File: src/rtl/rthsv_pkg.sv
`default_nettype none
// ----------------------------------------------------------------------------
// rthsv_pkg
// Shared types and constants of the RGB to HSV pixel pipeline.
// ----------------------------------------------------------------------------
package rthsv_pkg;

  localparam int unsigned ChanW    = 8;   // width of one color sample
  localparam int unsigned HueW     = 9;   // width of the hue in degrees
  localparam int unsigned QuoW     = 9;   // quotient bits, one per divider stage
  localparam int unsigned HNumW    = 17;  // 60 * 5 * 255 fits in 17 bits
  localparam int unsigned SNumW    = 16;  // 255 * 255 fits in 16 bits
  localparam int unsigned DivStages = QuoW;

  localparam logic [HueW-1:0] HueFull = HueW'(360);

  // Payload of one request while it walks through the divider stages.
  typedef struct packed {
    logic              last;
    logic [ChanW-1:0]  value;
    logic              hue_zero;  // gray pixel
    logic              hue_neg;   // hue quotient is negative
    logic              sat_zero;  // black pixel
    logic [HNumW-1:0]  h_rem;
    logic [HNumW-1:0]  h_div;
    logic [QuoW-1:0]   h_quo;
    logic [SNumW-1:0]  s_rem;
    logic [SNumW-1:0]  s_div;
    logic [QuoW-1:0]   s_quo;
  } div_t;

endpackage
`default_nettype wire

File: src/rtl/rthsv_front.sv
`default_nettype none
// ----------------------------------------------------------------------------
// rthsv_front
// Two register stages: channel maximum, minimum and hue branch, then the
// hue and saturation numerators and divisors for the divider.
// ----------------------------------------------------------------------------
module rthsv_front (
  input  wire logic                    clk_i,
  input  wire logic                    rst_ni,
  input  wire logic                    en_i,
  input  wire logic                    valid_i,
  input  wire logic [7:0]              red_i,
  input  wire logic [7:0]              green_i,
  input  wire logic [7:0]              blue_i,
  input  wire logic                    last_i,
  output logic                         valid_o,
  output rthsv_pkg::div_t              data_o
);
  import rthsv_pkg::*;

  typedef enum logic [1:0] {
    BrRed,
    BrGreen,
    BrBlue
  } branch_e;

  // Stage A: extremes and branch.
  logic             a_valid_q;
  logic [ChanW-1:0] a_r_q, a_g_q, a_b_q, a_max_q, a_delta_q;
  logic             a_last_q;
  branch_e          a_br_q;

  logic [ChanW-1:0] max_d, min_d;
  branch_e          br_d;

  always_comb begin
    max_d = red_i;
    min_d = red_i;
    if (green_i > max_d) max_d = green_i;
    if (blue_i > max_d) max_d = blue_i;
    if (green_i < min_d) min_d = green_i;
    if (blue_i < min_d) min_d = blue_i;
    // Red wins ties, then green.
    if (red_i == max_d) begin
      br_d = BrRed;
    end else if (green_i == max_d) begin
      br_d = BrGreen;
    end else begin
      br_d = BrBlue;
    end
  end

  always_ff @(posedge clk_i or negedge rst_ni) begin
    if (!rst_ni) begin
      a_valid_q <= 1'b0;
    end else if (en_i) begin
      a_valid_q <= valid_i;
    end
  end

  always_ff @(posedge clk_i) begin
    if (en_i) begin
      a_r_q     <= red_i;
      a_g_q     <= green_i;
      a_b_q     <= blue_i;
      a_max_q   <= max_d;
      a_delta_q <= max_d - min_d;
      a_last_q  <= last_i;
      a_br_q    <= br_d;
    end
  end

  // Stage B: numerators. Only the red branch can have a negative difference.
  logic [10:0] mag;
  logic        neg;
  div_t        b_d;
  logic        b_valid_q;
  div_t        b_q;

  always_comb begin
    neg = 1'b0;
    unique case (a_br_q)
      BrRed: begin
        if (a_b_q > a_g_q) begin
          neg = 1'b1;
          mag = 11'(a_b_q) - 11'(a_g_q);
        end else begin
          mag = 11'(a_g_q) - 11'(a_b_q);
        end
      end
      BrGreen: mag = {2'b0, a_delta_q, 1'b0} + 11'(a_b_q) - 11'(a_r_q);
      BrBlue:  mag = {1'b0, a_delta_q, 2'b0} + 11'(a_r_q) - 11'(a_g_q);
      default: mag = '0;
    endcase

    b_d.last     = a_last_q;
    b_d.value    = a_max_q;
    b_d.hue_zero = (a_delta_q == '0);
    b_d.hue_neg  = neg;
    b_d.sat_zero = (a_max_q == '0);
    // 60 * mag as (64 - 4) * mag.
    b_d.h_rem    = {mag, 6'b0} - {4'b0, mag, 2'b0};
    // 255 * delta as 256 * delta - delta.
    b_d.s_rem    = {a_delta_q, 8'b0} - {8'b0, a_delta_q};
    // Divisors start aligned to the top quotient bit.
    b_d.h_div    = {1'b0, a_delta_q, 8'b0};
    b_d.s_div    = {a_max_q, 8'b0};
    b_d.h_quo    = '0;
    b_d.s_quo    = '0;
  end

  always_ff @(posedge clk_i or negedge rst_ni) begin
    if (!rst_ni) begin
      b_valid_q <= 1'b0;
    end else if (en_i) begin
      b_valid_q <= a_valid_q;
    end
  end

  always_ff @(posedge clk_i) begin
    if (en_i) begin
      b_q <= b_d;
    end
  end

  assign valid_o = b_valid_q;
  assign data_o  = b_q;

endmodule
`default_nettype wire

File: src/rtl/rthsv_div_stage.sv
`default_nettype none
// ----------------------------------------------------------------------------
// rthsv_div_stage
// One restoring division step for both the hue and saturation quotients,
// followed by a register.
// ----------------------------------------------------------------------------
module rthsv_div_stage (
  input  wire logic                clk_i,
  input  wire logic                rst_ni,
  input  wire logic                en_i,
  input  wire logic                valid_i,
  input  wire rthsv_pkg::div_t     data_i,
  output logic                     valid_o,
  output rthsv_pkg::div_t          data_o
);
  import rthsv_pkg::*;

  logic h_ge, s_ge;
  div_t data_d;
  logic valid_q;
  div_t data_q;

  always_comb begin
    data_d = data_i;
    h_ge   = (data_i.h_rem >= data_i.h_div);
    s_ge   = (data_i.s_rem >= data_i.s_div);
    if (h_ge) data_d.h_rem = data_i.h_rem - data_i.h_div;
    if (s_ge) data_d.s_rem = data_i.s_rem - data_i.s_div;
    data_d.h_quo = {data_i.h_quo[QuoW-2:0], h_ge};
    data_d.s_quo = {data_i.s_quo[QuoW-2:0], s_ge};
    // The next step tries the next lower quotient bit.
    data_d.h_div = data_i.h_div >> 1;
    data_d.s_div = data_i.s_div >> 1;
  end

  always_ff @(posedge clk_i or negedge rst_ni) begin
    if (!rst_ni) begin
      valid_q <= 1'b0;
    end else if (en_i) begin
      valid_q <= valid_i;
    end
  end

  always_ff @(posedge clk_i) begin
    if (en_i) begin
      data_q <= data_d;
    end
  end

  assign valid_o = valid_q;
  assign data_o  = data_q;

endmodule
`default_nettype wire

File: src/rtl/rthsv_back.sv
`default_nettype none
// ----------------------------------------------------------------------------
// rthsv_back
// Wraps the signed hue quotient into 0..359, applies the gray and black
// pixel rules and holds the output register.
// ----------------------------------------------------------------------------
module rthsv_back (
  input  wire logic                clk_i,
  input  wire logic                rst_ni,
  input  wire logic                en_i,
  input  wire logic                valid_i,
  input  wire rthsv_pkg::div_t     data_i,
  output logic                     valid_o,
  output logic [8:0]               hue_o,
  output logic [7:0]               saturation_o,
  output logic [7:0]               value_o,
  output logic                     frame_end_o
);
  import rthsv_pkg::*;

  logic [HueW-1:0]  hue_d;
  logic [ChanW-1:0] sat_d;
  logic             valid_q;
  logic [HueW-1:0]  hue_q;
  logic [ChanW-1:0] sat_q, value_q;
  logic             last_q;

  always_comb begin
    // A negative quotient of zero magnitude is plain zero, not 360.
    priority if (data_i.hue_zero) begin
      hue_d = '0;
    end else if (data_i.hue_neg && (data_i.h_quo != '0)) begin
      hue_d = HueFull - data_i.h_quo;
    end else begin
      hue_d = data_i.h_quo;
    end
    sat_d = data_i.sat_zero ? '0 : data_i.s_quo[ChanW-1:0];
  end

  always_ff @(posedge clk_i or negedge rst_ni) begin
    if (!rst_ni) begin
      valid_q <= 1'b0;
    end else if (en_i) begin
      valid_q <= valid_i;
    end
  end

  always_ff @(posedge clk_i) begin
    if (en_i) begin
      hue_q   <= hue_d;
      sat_q   <= sat_d;
      value_q <= data_i.value;
      last_q  <= data_i.last;
    end
  end

  assign valid_o      = valid_q;
  assign hue_o        = hue_q;
  assign saturation_o = sat_q;
  assign value_o      = value_q;
  assign frame_end_o  = last_q;

endmodule
`default_nettype wire

File: src/rtl/rgb_to_hsv_pixel.sv
`default_nettype none
// ----------------------------------------------------------------------------
// rgb_to_hsv_pixel
// Converts one 8-bit RGB pixel per clock, while the receiver does not stall,
// into hue (degrees), saturation and value.
//
// Usage:
//   Requests enter on red_i, green_i, blue_i and last_pixel_i with the
//   in_valid_i / in_ready_o handshake. Results leave on hue_o,
//   saturation_o, value_o and frame_end_o with out_valid_o / out_ready_i.
//   frame_end_o is last_pixel_i of the same request.
//   From acceptance to out_valid_o a request passes two front stages
//   (extremes, numerators), nine divider stages that each settle one
//   quotient bit of both divisions, and one output stage. Throughput
//   is one request per cycle unless the receiver stalls; the nine-step
//   divider is fully pipelined, so every stage holds a different request.
//   Gray pixels give hue 0 and black pixels give saturation 0.
//   Reset clears every valid bit; the pipeline is empty afterwards.
//   When the receiver stalls a valid result, the whole pipeline holds and
//   in_ready_o drops in the same cycle; nothing is dropped or repeated.
// ----------------------------------------------------------------------------
module rgb_to_hsv_pixel (
  input  wire logic       clk_i,
  input  wire logic       rst_ni,
  input  wire logic       in_valid_i,
  output logic            in_ready_o,
  input  wire logic [7:0] red_i,
  input  wire logic [7:0] green_i,
  input  wire logic [7:0] blue_i,
  input  wire logic       last_pixel_i,
  output logic            out_valid_o,
  input  wire logic       out_ready_i,
  output logic [8:0]      hue_o,
  output logic [7:0]      saturation_o,
  output logic [7:0]      value_o,
  output logic            frame_end_o
);
  import rthsv_pkg::*;

  logic en;
  logic valid [DivStages+1];
  div_t data  [DivStages+1];

  // The pipeline moves unless a result sits at the output unclaimed.
  assign en         = !out_valid_o || out_ready_i;
  assign in_ready_o = en;

  rthsv_front u_front (
    .clk_i   (clk_i),
    .rst_ni  (rst_ni),
    .en_i    (en),
    .valid_i (in_valid_i),
    .red_i   (red_i),
    .green_i (green_i),
    .blue_i  (blue_i),
    .last_i  (last_pixel_i),
    .valid_o (valid[0]),
    .data_o  (data[0])
  );

  for (genvar i = 0; i < DivStages; i++) begin : g_div
    rthsv_div_stage u_stage (
      .clk_i   (clk_i),
      .rst_ni  (rst_ni),
      .en_i    (en),
      .valid_i (valid[i]),
      .data_i  (data[i]),
      .valid_o (valid[i+1]),
      .data_o  (data[i+1])
    );
  end

  rthsv_back u_back (
    .clk_i        (clk_i),
    .rst_ni       (rst_ni),
    .en_i         (en),
    .valid_i      (valid[DivStages]),
    .data_i       (data[DivStages]),
    .valid_o      (out_valid_o),
    .hue_o        (hue_o),
    .saturation_o (saturation_o),
    .value_o      (value_o),
    .frame_end_o  (frame_end_o)
  );

  // Hue always wraps into whole degrees below a full turn.
  assert property (@(posedge clk_i) disable iff (!rst_ni)
    out_valid_o |-> (hue_o < HueFull))
    else $error("hue out of range");

  // A black pixel has neither saturation nor hue.
  assert property (@(posedge clk_i) disable iff (!rst_ni)
    (out_valid_o && (value_o == '0)) |-> ((saturation_o == '0) && (hue_o == '0)))
    else $error("black pixel with nonzero saturation or hue");

  // Zero saturation means a gray pixel, whose hue is zero.
  assert property (@(posedge clk_i) disable iff (!rst_ni)
    (out_valid_o && (saturation_o == '0)) |-> (hue_o == '0))
    else $error("unsaturated pixel with nonzero hue");

  // The front stage output moves on only when the pipeline is enabled.
  assert property (@(posedge clk_i) disable iff (!rst_ni)
    (!en && valid[0]) |=> valid[0])
    else $error("request lost during stall");

endmodule
`default_nettype wire
File: config.mk
export PLATFORM = sky130hd
export DESIGN_NAME = rgb_to_hsv_pixel
export DESIGN_NICKNAME = d
export VERILOG_FILES = /design/src/rtl/rthsv_pkg.sv /design/src/rtl/rthsv_front.sv /design/src/rtl/rthsv_div_stage.sv /design/src/rtl/rthsv_back.sv /design/src/rtl/rgb_to_hsv_pixel.sv
export SDC_FILE = /design/constraint.sdc
export NUM_CORES = 1
export LEC_CHECK = 0
export BUFFER_PORTS_ARGS = -buffer_cell sky130_fd_sc_hd__buf_4
export CAP_MARGIN = 20
export CORE_MARGIN = 2
export CORE_UTILIZATION = 45
export DETAILED_ROUTE_END_ITERATION = 12
export PLACE_DENSITY_LB_ADDON = 0.05
export SYNTH_ARGS = -nofsm -noshare
export SYNTH_HDL_FRONTEND = slang
export SYNTH_HIERARCHICAL = 1
export SYNTH_SLANG_ARGS = --single-unit
File: constraint.sdc
create_clock -name clk_i -period 27.4 [get_ports clk_i]
set_input_delay 2.74 -clock clk_i [delete_from_list [all_inputs] [get_ports clk_i]]
set_output_delay 2.74 -clock clk_i [all_outputs]
set_load 0.05 [all_outputs]
; Word level (Yosys, flattened, before mapping)
; Cells that the tools add are included.
[classes]
muxes = 25
eq_ne = 4
order_cmp = 23
n_reduce_logical = 7
n_addsub = 26
[op_table]
columns = cell, n
row1 = 17-bit two-way mux, 8
row2 = 16-bit two-way mux, 8
row3 = 17-bit by 13-bit subtractor with 17-bit output, 2
row4 = 11-bit one-hot mux with 3 select lines, 1
row5 = 8-bit two-way mux, 4
row6 = 8-bit greater-than comparator, 3
row7 = 11-bit by 8-bit subtractor with 11-bit output, 2
row8 = 8-bit by 8-bit subtractor with 9-bit output, 2
row9 = 17-bit by 10-bit greater-or-equal comparator with 1-bit output, 1
row10 = 17-bit by 11-bit greater-or-equal comparator with 1-bit output, 1
row11 = 17-bit by 12-bit greater-or-equal comparator with 1-bit output, 1
row12 = 17-bit by 13-bit greater-or-equal comparator with 1-bit output, 1
row13 = 17-bit by 14-bit greater-or-equal comparator with 1-bit output, 1
row14 = 17-bit by 15-bit greater-or-equal comparator with 1-bit output, 1
row15 = 17-bit by 16-bit greater-or-equal comparator with 1-bit output, 1
row16 = 17-bit by 8-bit greater-or-equal comparator with 1-bit output, 1
row17 = 17-bit by 9-bit greater-or-equal comparator with 1-bit output, 1
row18 = 17-bit by 10-bit subtractor with 17-bit output, 1
row19 = 17-bit by 11-bit subtractor with 17-bit output, 1
row20 = 17-bit by 12-bit subtractor with 17-bit output, 1
row21 = 17-bit by 14-bit subtractor with 17-bit output, 1
row22 = 17-bit by 15-bit subtractor with 17-bit output, 1
row23 = 17-bit by 16-bit subtractor with 17-bit output, 1
row24 = 17-bit by 9-bit subtractor with 17-bit output, 1
row25 = other kinds (36), 39
[totals]
wordCells = 202
ff_bits = 651
in_bits = 29

; Longest topological paths before layout
; Gate-level depths: netlist (run 1).
[depth]
ltp_word = 6
ltp_mapped = 24

; Modules after synthesis
; Netlist (run 1), hierarchy kept.
[by_module_without_submodules]
columns = module, instances, cells_each, area_each_um2, seq_area_each_um2
row1 = rthsv_div_stage at g_div[2].u_stage ..., 5, 406, 4979.8, 2847.7
row2 = rthsv_front, 1, 819, 7988.9, 2842.7
row3 = rthsv_div_stage at g_div[8].u_stage, 1, 432, 5247.5, 2847.7
row4 = rthsv_div_stage at g_div[0].u_stage, 1, 421, 5195.0, 2847.7
row5 = rthsv_div_stage at g_div[1].u_stage, 1, 426, 5177.5, 2847.7
row6 = rthsv_div_stage at g_div[7].u_stage, 1, 420, 5154.9, 2847.7
row7 = rthsv_back, 1, 77, 1156.1, 805.8
row8 = rgb_to_hsv_pixel, 1, 1, 6.3, 0.0

; Worst setup path before layout (run 1)
; OpenSTA, ideal clock, no wires.
[synth_timing]
kind = input to register
start = in out_ready_i
end = reg g_div[0].u_stage.valid_q
path_slack_ns = -2.106
arrival_ns = 29.325
stages = 2
path_buffers = 0
required_ns = 27.220
setup_ns = 0.180
cell_sequence = nand2b_1 -> mux2_2
[synth_via]
elab_chain_len = 1
[synth_rtl]
columns = item, line_no
row1 = start: declaration, rgb_to_hsv_pixel.sv:32  ; input wire logic out_ready_i,
row2 = 1-bit logical OR, rgb_to_hsv_pixel.sv:45  ; assign en = !out_valid_o || out_ready_i;
row3 = end signal: assignment, rthsv_div_stage.sv:40  ; valid_q <= valid_i;
row4 = end: declaration, rthsv_div_stage.sv:20  ; logic valid_q;
; No other way between the ends.
; A chain may end at the register's enable or synchronous reset.

; Worst setup path in the final report (run 1)
[layout_timing]
start = in red_i[2]
end = reg u_front.a_delta_q[6], data pin
[layout_via]
elab_chain_len = 5
[layout_rtl]
columns = item, line_no
row1 = start: declaration, rgb_to_hsv_pixel.sv:27  ; input wire logic [7:0] red_i,
row2 = 8-bit greater-than comparator or 8-bit < comparator (tied branches), "rthsv_front.sv:39, rthsv_front.sv:41"
row3 = "8-bit two-way mux, on equally long branches", "rthsv_front.sv:39, rthsv_front.sv:41"
row4 = 8-bit greater-than comparator or 8-bit < comparator (tied branches), "rthsv_front.sv:40, rthsv_front.sv:42"
row5 = "8-bit two-way mux, on equally long branches", "rthsv_front.sv:40, rthsv_front.sv:42"
row6 = 8-bit subtractor (*), rthsv_front.sv:67  ; a_delta_q <= max_d - min_d;
row7 = end signal: assignment, rthsv_front.sv:67
row8 = end: declaration, rthsv_front.sv:29  ; logic [ChanW-1:0] a_r_q, a_g_q, a_b_q, a_max_q, a_delta_q;
; Every way passes the cells marked *; elsewhere a longest branch is shown, timed or not.

==> results of run 1 <==
-- layout make-up --
class / count / area [um2]
repair buffers: 74 / 584
clock buffers: 116 / 2460
flip-flops and latches: 832 / 24900
clock inverters: 51 / 534
multi-input cells: 2815 / 21300
inverters: 512 / 1920
fillers: 9814 / 54900
well taps: 1414 / 1770
-- flip-flops by register name, summed over array words and instances, names as in the netlist --
| name | flops |
|---|---|
| u_front/a_b_q | 8 |
| u_front/a_delta_q | 8 |
| g_div.u_stage/valid_o | 9 |
| u_back/saturation_o | 8 |
| u_back/hue_o | 9 |
| u_front/a_r_q | 8 |
| u_back/frame_end_o | 1 |
| u_front/a_valid_q | 1 |
| u_front/a_br_q | 2 |
| u_front/a_last_q | 1 |
| u_front/a_max_q | 8 |
| u_front/data_o | 50 |
| u_back/valid_o | 1 |
| u_front/valid_o | 1 |
| u_back/value_o | 8 |
| g_div.u_stage/data_o | 701 |
| u_front/a_g_q | 8 |
-- routing by layer --
| layer | GRT usage [%] | vias to the layer above | part of all wire [%] |
|---|---|---|---|
| met3 | 2.30 | 167 | 2.9 |
| met4 | 6.66 | 0 | 3.2 |
| met5 | 0 | - | 0 |
| li1 | - | 15750 | - |
| met2 | 32.4 | 430 | 50 |
| met1 | 22.8 | 14542 | 44 |
-- critical path: cells and delay by family --
family	cells	cell delay (ns)
adder cells (fa/ha/maj)	4	1.12
buffers and inverters	3	0.24
AO/OA/AOI/OAI	13	4.06
multiplexers	1	0.74
AND/OR/NAND/NOR	2	0.19
-- cell usage in the layout (no fill, tap or decap), types with 61 or more instances in the layout --
cell type	n
edfxtp_1	820
inv_1	504
ha_1	372
a21oi_1	282
nor2_1	246
nand2_1	229
o21ai_0	199
xnor2_1	140
mux2_2	104
clkbuf_16	95
a21o_1	94
xor2_1	85
buf_4	71
nand3_1	70
nor2b_1	62
nand4_1	61
-- per-stage QoR --
step                std cells  hold slack (ns)  setup slack (ns)  area (um2)
floorplan                4291            0.400              1.75       49100
global placement         5646            0.400             18.06       50500
detailed placement       5646            0.405             18.10       50500
CTS                      5813            0.411             18.83       53500
global route             5814            0.415             18.16       53500
finish                   5814            0.412             18.71       53500
-- worst max-delay path by stage --
stage | from | end | slack [ns] | depth (start not counted)
after floorplan | out_ready_i | g_div[0].u_stage/valid_o | 1.75 | 2
after global placement | red_i[2] | u_front/a_delta_q[6] | 18.06 | 23
after CTS | red_i[2] | u_front/a_delta_q[6] | 18.83 | 23
final | red_i[2] | u_front/a_delta_q[6] | 18.71 | 23
after global routing | red_i[1] | u_front/a_delta_q[6] | 18.16 | 23
after detailed placement | red_i[2] | u_front/a_delta_q[6] | 18.10 | 23
==> metrics, run 1 <==
Setup Skew=0.0234 ns; clk root buf=clkbuf_16; H-tree depth=3; count of final setup violators=0; postcts setup bufs=0; Hold Crit Depth=0; slowest CP cell=mux2i_1; Antenna Violating Nets Remaining=0; first drt pass iteration count=5; max incr delay on CP=0.74 ns; period utilisation layout=31.7%; WP data arrival=9.10 ns; largest net degree at the start of global routing=168; Max Slew Vio Count=0; CP most frequent cell=ha_1; clock buffer depth=3; Final Routed Wirelength=102000 um; number of global-route vias before repair=30401; NumNets Final=4764; Final min period=8.69 ns; Setup TNS=0 ns; Reg2Reg Depth=20; Initial DRC Count=1774; Sink Count=832; Num CTS Buffers=94; post-CTS sizing=0; Worst-path clk slew=0.06 ns; Die Y=334 um; routability cong.=0.937; reg2reg end=u_front/data_o[83]; GRT overflow=0; syn avg cell area=11.5 um2; crit path launch type=input pin; I/O Buffers=56; class of the tightest hold or removal check=flip-flop to flip-flop; share of layout cells above drive strength 1=10.2%; I/O pin cnt=57; hold_buf cts=0; Mapped Area=49000 um2; Ys Warns=6; Via density=5.31; final hold vios=0; drt wl/cell=17.5 um; critical path capture point type=flip-flop; P&R area growth vs syn=9.24%; initial antenna violation count=0; maximum clock rate=115 MHz; DRC viols=0; R2R Setup Slk=22.27 ns; Setup CP Type=input pin to flip-flop; Worst Path Required=27.81 ns; HPWL Detailed=76800 um; Starting Density=45.2%; global-route wire length before repair=163000 um; max-cap violation count=0; TritonCTS clock tree=done; DR vias=30889; Slew @ Worst Pin=1.16 ns; unrepaired setup endpoints after global routing=no; Die Wd=334 um; diode count=0; gr usage total=18.2%; row count=121; cell count after synthesis=4265; Hold Crit Start=g_div[2].u_stage/data_o[85]; Core ar.=108000 um2; Final Util=49.3%; Slew HR=21.7%; CP Max Fanout=15; status=complete, no violations; CP cell instances=buf_4 -> inv_1 -> ha_1 -> o21ai_0 -> a21oi_1 -> o21ai_0 -> a21boi_1 -> mux2i_1 -> ha_1 -> o21ai_0 -> a21oi_1 -> a211oi_1 -> nor2_1 -> a31oi_2 -> o21ai_2 -> a21boi_0 -> ha_1 -> inv_1 -> ha_1 -> a21o_1 -> a311oi_2 -> a211o_1 -> nand3_1; clk_lat worst skew=0.66 ns; Hold EP=g_div[3].u_stage/data_o[85]; RR Startpoint=u_front/a_g_q[1]; die area=111000 um2
Power of run 1 is left out: the tool's default activity adds up to more than one toggle a clock period on the data nets, which glitch-free logic cannot reach.
==> run 2, diff against run 1 <==
--- a/config.mk
+++ b/config.mk
@@ -5,6 +5,7 @@
 export SDC_FILE = /design/constraint.sdc
 export NUM_CORES = 1
 export LEC_CHECK = 0
+export ABC_AREA = 1
 export BUFFER_PORTS_ARGS = -buffer_cell sky130_fd_sc_hd__buf_4
 export CAP_MARGIN = 20
 export CORE_MARGIN = 2
==> constraint.sdc (replaced) <==
create_clock -name clk_i -period 8.38 [get_ports clk_i]
set_input_delay 0.838 -clock clk_i [delete_from_list [all_inputs] [get_ports clk_i]]
set_output_delay 0.838 -clock clk_i [all_outputs]
set_load 0.05 [all_outputs]
==> metrics, run 2 <==
status=complete, no violations; Slew @ Worst Pin=0.969 ns; GRT overflow=0; Die Wd=350 um; Worst-path clk slew=0.06 ns; DRC viols=0; drt wl/cell=14.9 um; syn avg cell area=8.43 um2; NumNets Final=6901; P&R area growth vs syn=8.82%; I/O pin cnt=57; max reg flops=701; Antenna Violating Nets Remaining=0; diode count=0; Worst Path Required=8.81 ns; TritonCTS clock tree=done; global-route wire length before repair=196000 um; Core ar.=118000 um2; routability cong.=0.890; final hold vios=0; WP data arrival=5.22 ns; unrepaired setup endpoints after global routing=no; clock buffer depth=3; Via density=4.80; first drt pass iteration count=6; Initial DRC Count=1876; Max Slew Vio Count=0; class of the tightest hold or removal check=input pin to flip-flop; initial antenna violation count=0; DR vias=38750; maximum clock rate=209 MHz; Final min period=4.79 ns; number of global-route vias before repair=38395; most frequent cells in the layout=nand2_1, inv_1, edfxtp_1, nand3_1, ha_1; share of layout cells above drive strength 1=9.38%; Sink Count=832; max-cap violation count=0; Final Routed Wirelength=120000 um; count of final setup violators=0; postcts setup bufs=0; clk root buf=clkbuf_16; period utilisation layout=57.2%; Mapped Area=53700 um2; clk_lat worst skew=0.69 ns; Die Y=350 um; Ys Warns=6; Setup Skew=0.0195 ns; gr usage total=19.9%; CP Max Fanout=21; crit path launch type=input pin; critical path capture point type=flip-flop; H-tree depth=3; Starting Density=45.5%; I/O Buffers=56; Slew HR=35.4%; Num CTS Buffers=95; Setup TNS=0 ns; cell count after synthesis=6374; Setup CP Type=input pin to flip-flop; row count=126; largest net degree at the start of global routing=159; commonest non-fill, non-tap cell in the layout=nand2_1; die area=122000 um2; HPWL Detailed=94400 um
[run 2: critical path: stages]
cell and delay [ns]:
buf_4 0.11, inv_1 0.07, ha_1 0.31, nand2_2 0.08
nor2_4 0.13, nand2_1 0.07, nand2_2 0.30, nand2_2 0.28
o21ai_0 0.45, inv_1 0.09, ha_1 0.31, nand2_1 0.06
nor2_1 0.20, nand4_2 0.41, nand2_4 0.39, nand2_1 0.14
nand2_4 0.15, ha_1 0.24, inv_1 0.08, o21bai_1 0.11
a21oi_1 0.20, nand2_1 0.07, nand2_1 0.06, nand2_1 0.04
[run 2: path summary, 6_finish.rpt]
| path | endpoint | slack [ns] | depth (start not counted) | startpoint |
|---|---|---|---|---|
| worst max-delay path | u_front/a_delta_q[6] | 3.59 | 24 | red_i[7] |
| worst min-delay path | u_front/a_last_q | 0.33 | 1 | last_pixel_i |
| worst max register to register | u_front/data_o[82] | 4.02 | 27 | u_front/a_delta_q[2] |
| worst min register to register | g_div[4].u_stage/data_o[43] | 0.41 | 0 | g_div[3].u_stage/data_o[42] |
| max in group asynchronous | g_div[3].u_stage/valid_o | 7.68 | 2 | rst_ni |
| min in group asynchronous | g_div[5].u_stage/valid_o | 0.54 | 2 | rst_ni |
[run 2: area by class of cell]
class                      instances  area, um2
multi-input combinational       4221      23300
tap                             1536       1920
inverter                        1242       4670
clock inverter                    58        588
timing repair buffer              74        583
fill                           11449      59800
clock buffer                     117       2480
sequential                       832      24900
[run 2: layer usage]
layer  up-vias  routed length [um]  global-route usage [%]
met1     17654               53100                    24.7
met2       516               60800                    36.4
met3       175                3590                    2.05
li1      20405                   -                       -
met5         -                   0                       0
met4         0                3010                    6.21
[run 2: per-stage QoR]
stage / hold slack [ns] / setup slack, ns / cells / utilization (%) / cell area (um2)
4_1_cts: 0.266 / 3.64 / 8080 / 49.5 / 58500
2_1_floorplan: 0.400 / 0.883 / 6400 / - / 53800
3_5_place_dp: 0.405 / 2.87 / 7904 / 46.9 / 55400
6_report: 0.326 / 3.59 / 8080 / 49.5 / 58500
3_3_place_gp: 0.401 / 2.89 / 7904 / 46.9 / 55400
5_1_grt: 0.296 / 3.13 / 8080 / 49.5 / 58500
[run 2: timing repair]
action                                 CTS  global route
hold buffers                             1             0
gates resized for setup                  0             0
endpoints found under the hold margin   12             0
Power of run 2 is left out for the same reason.
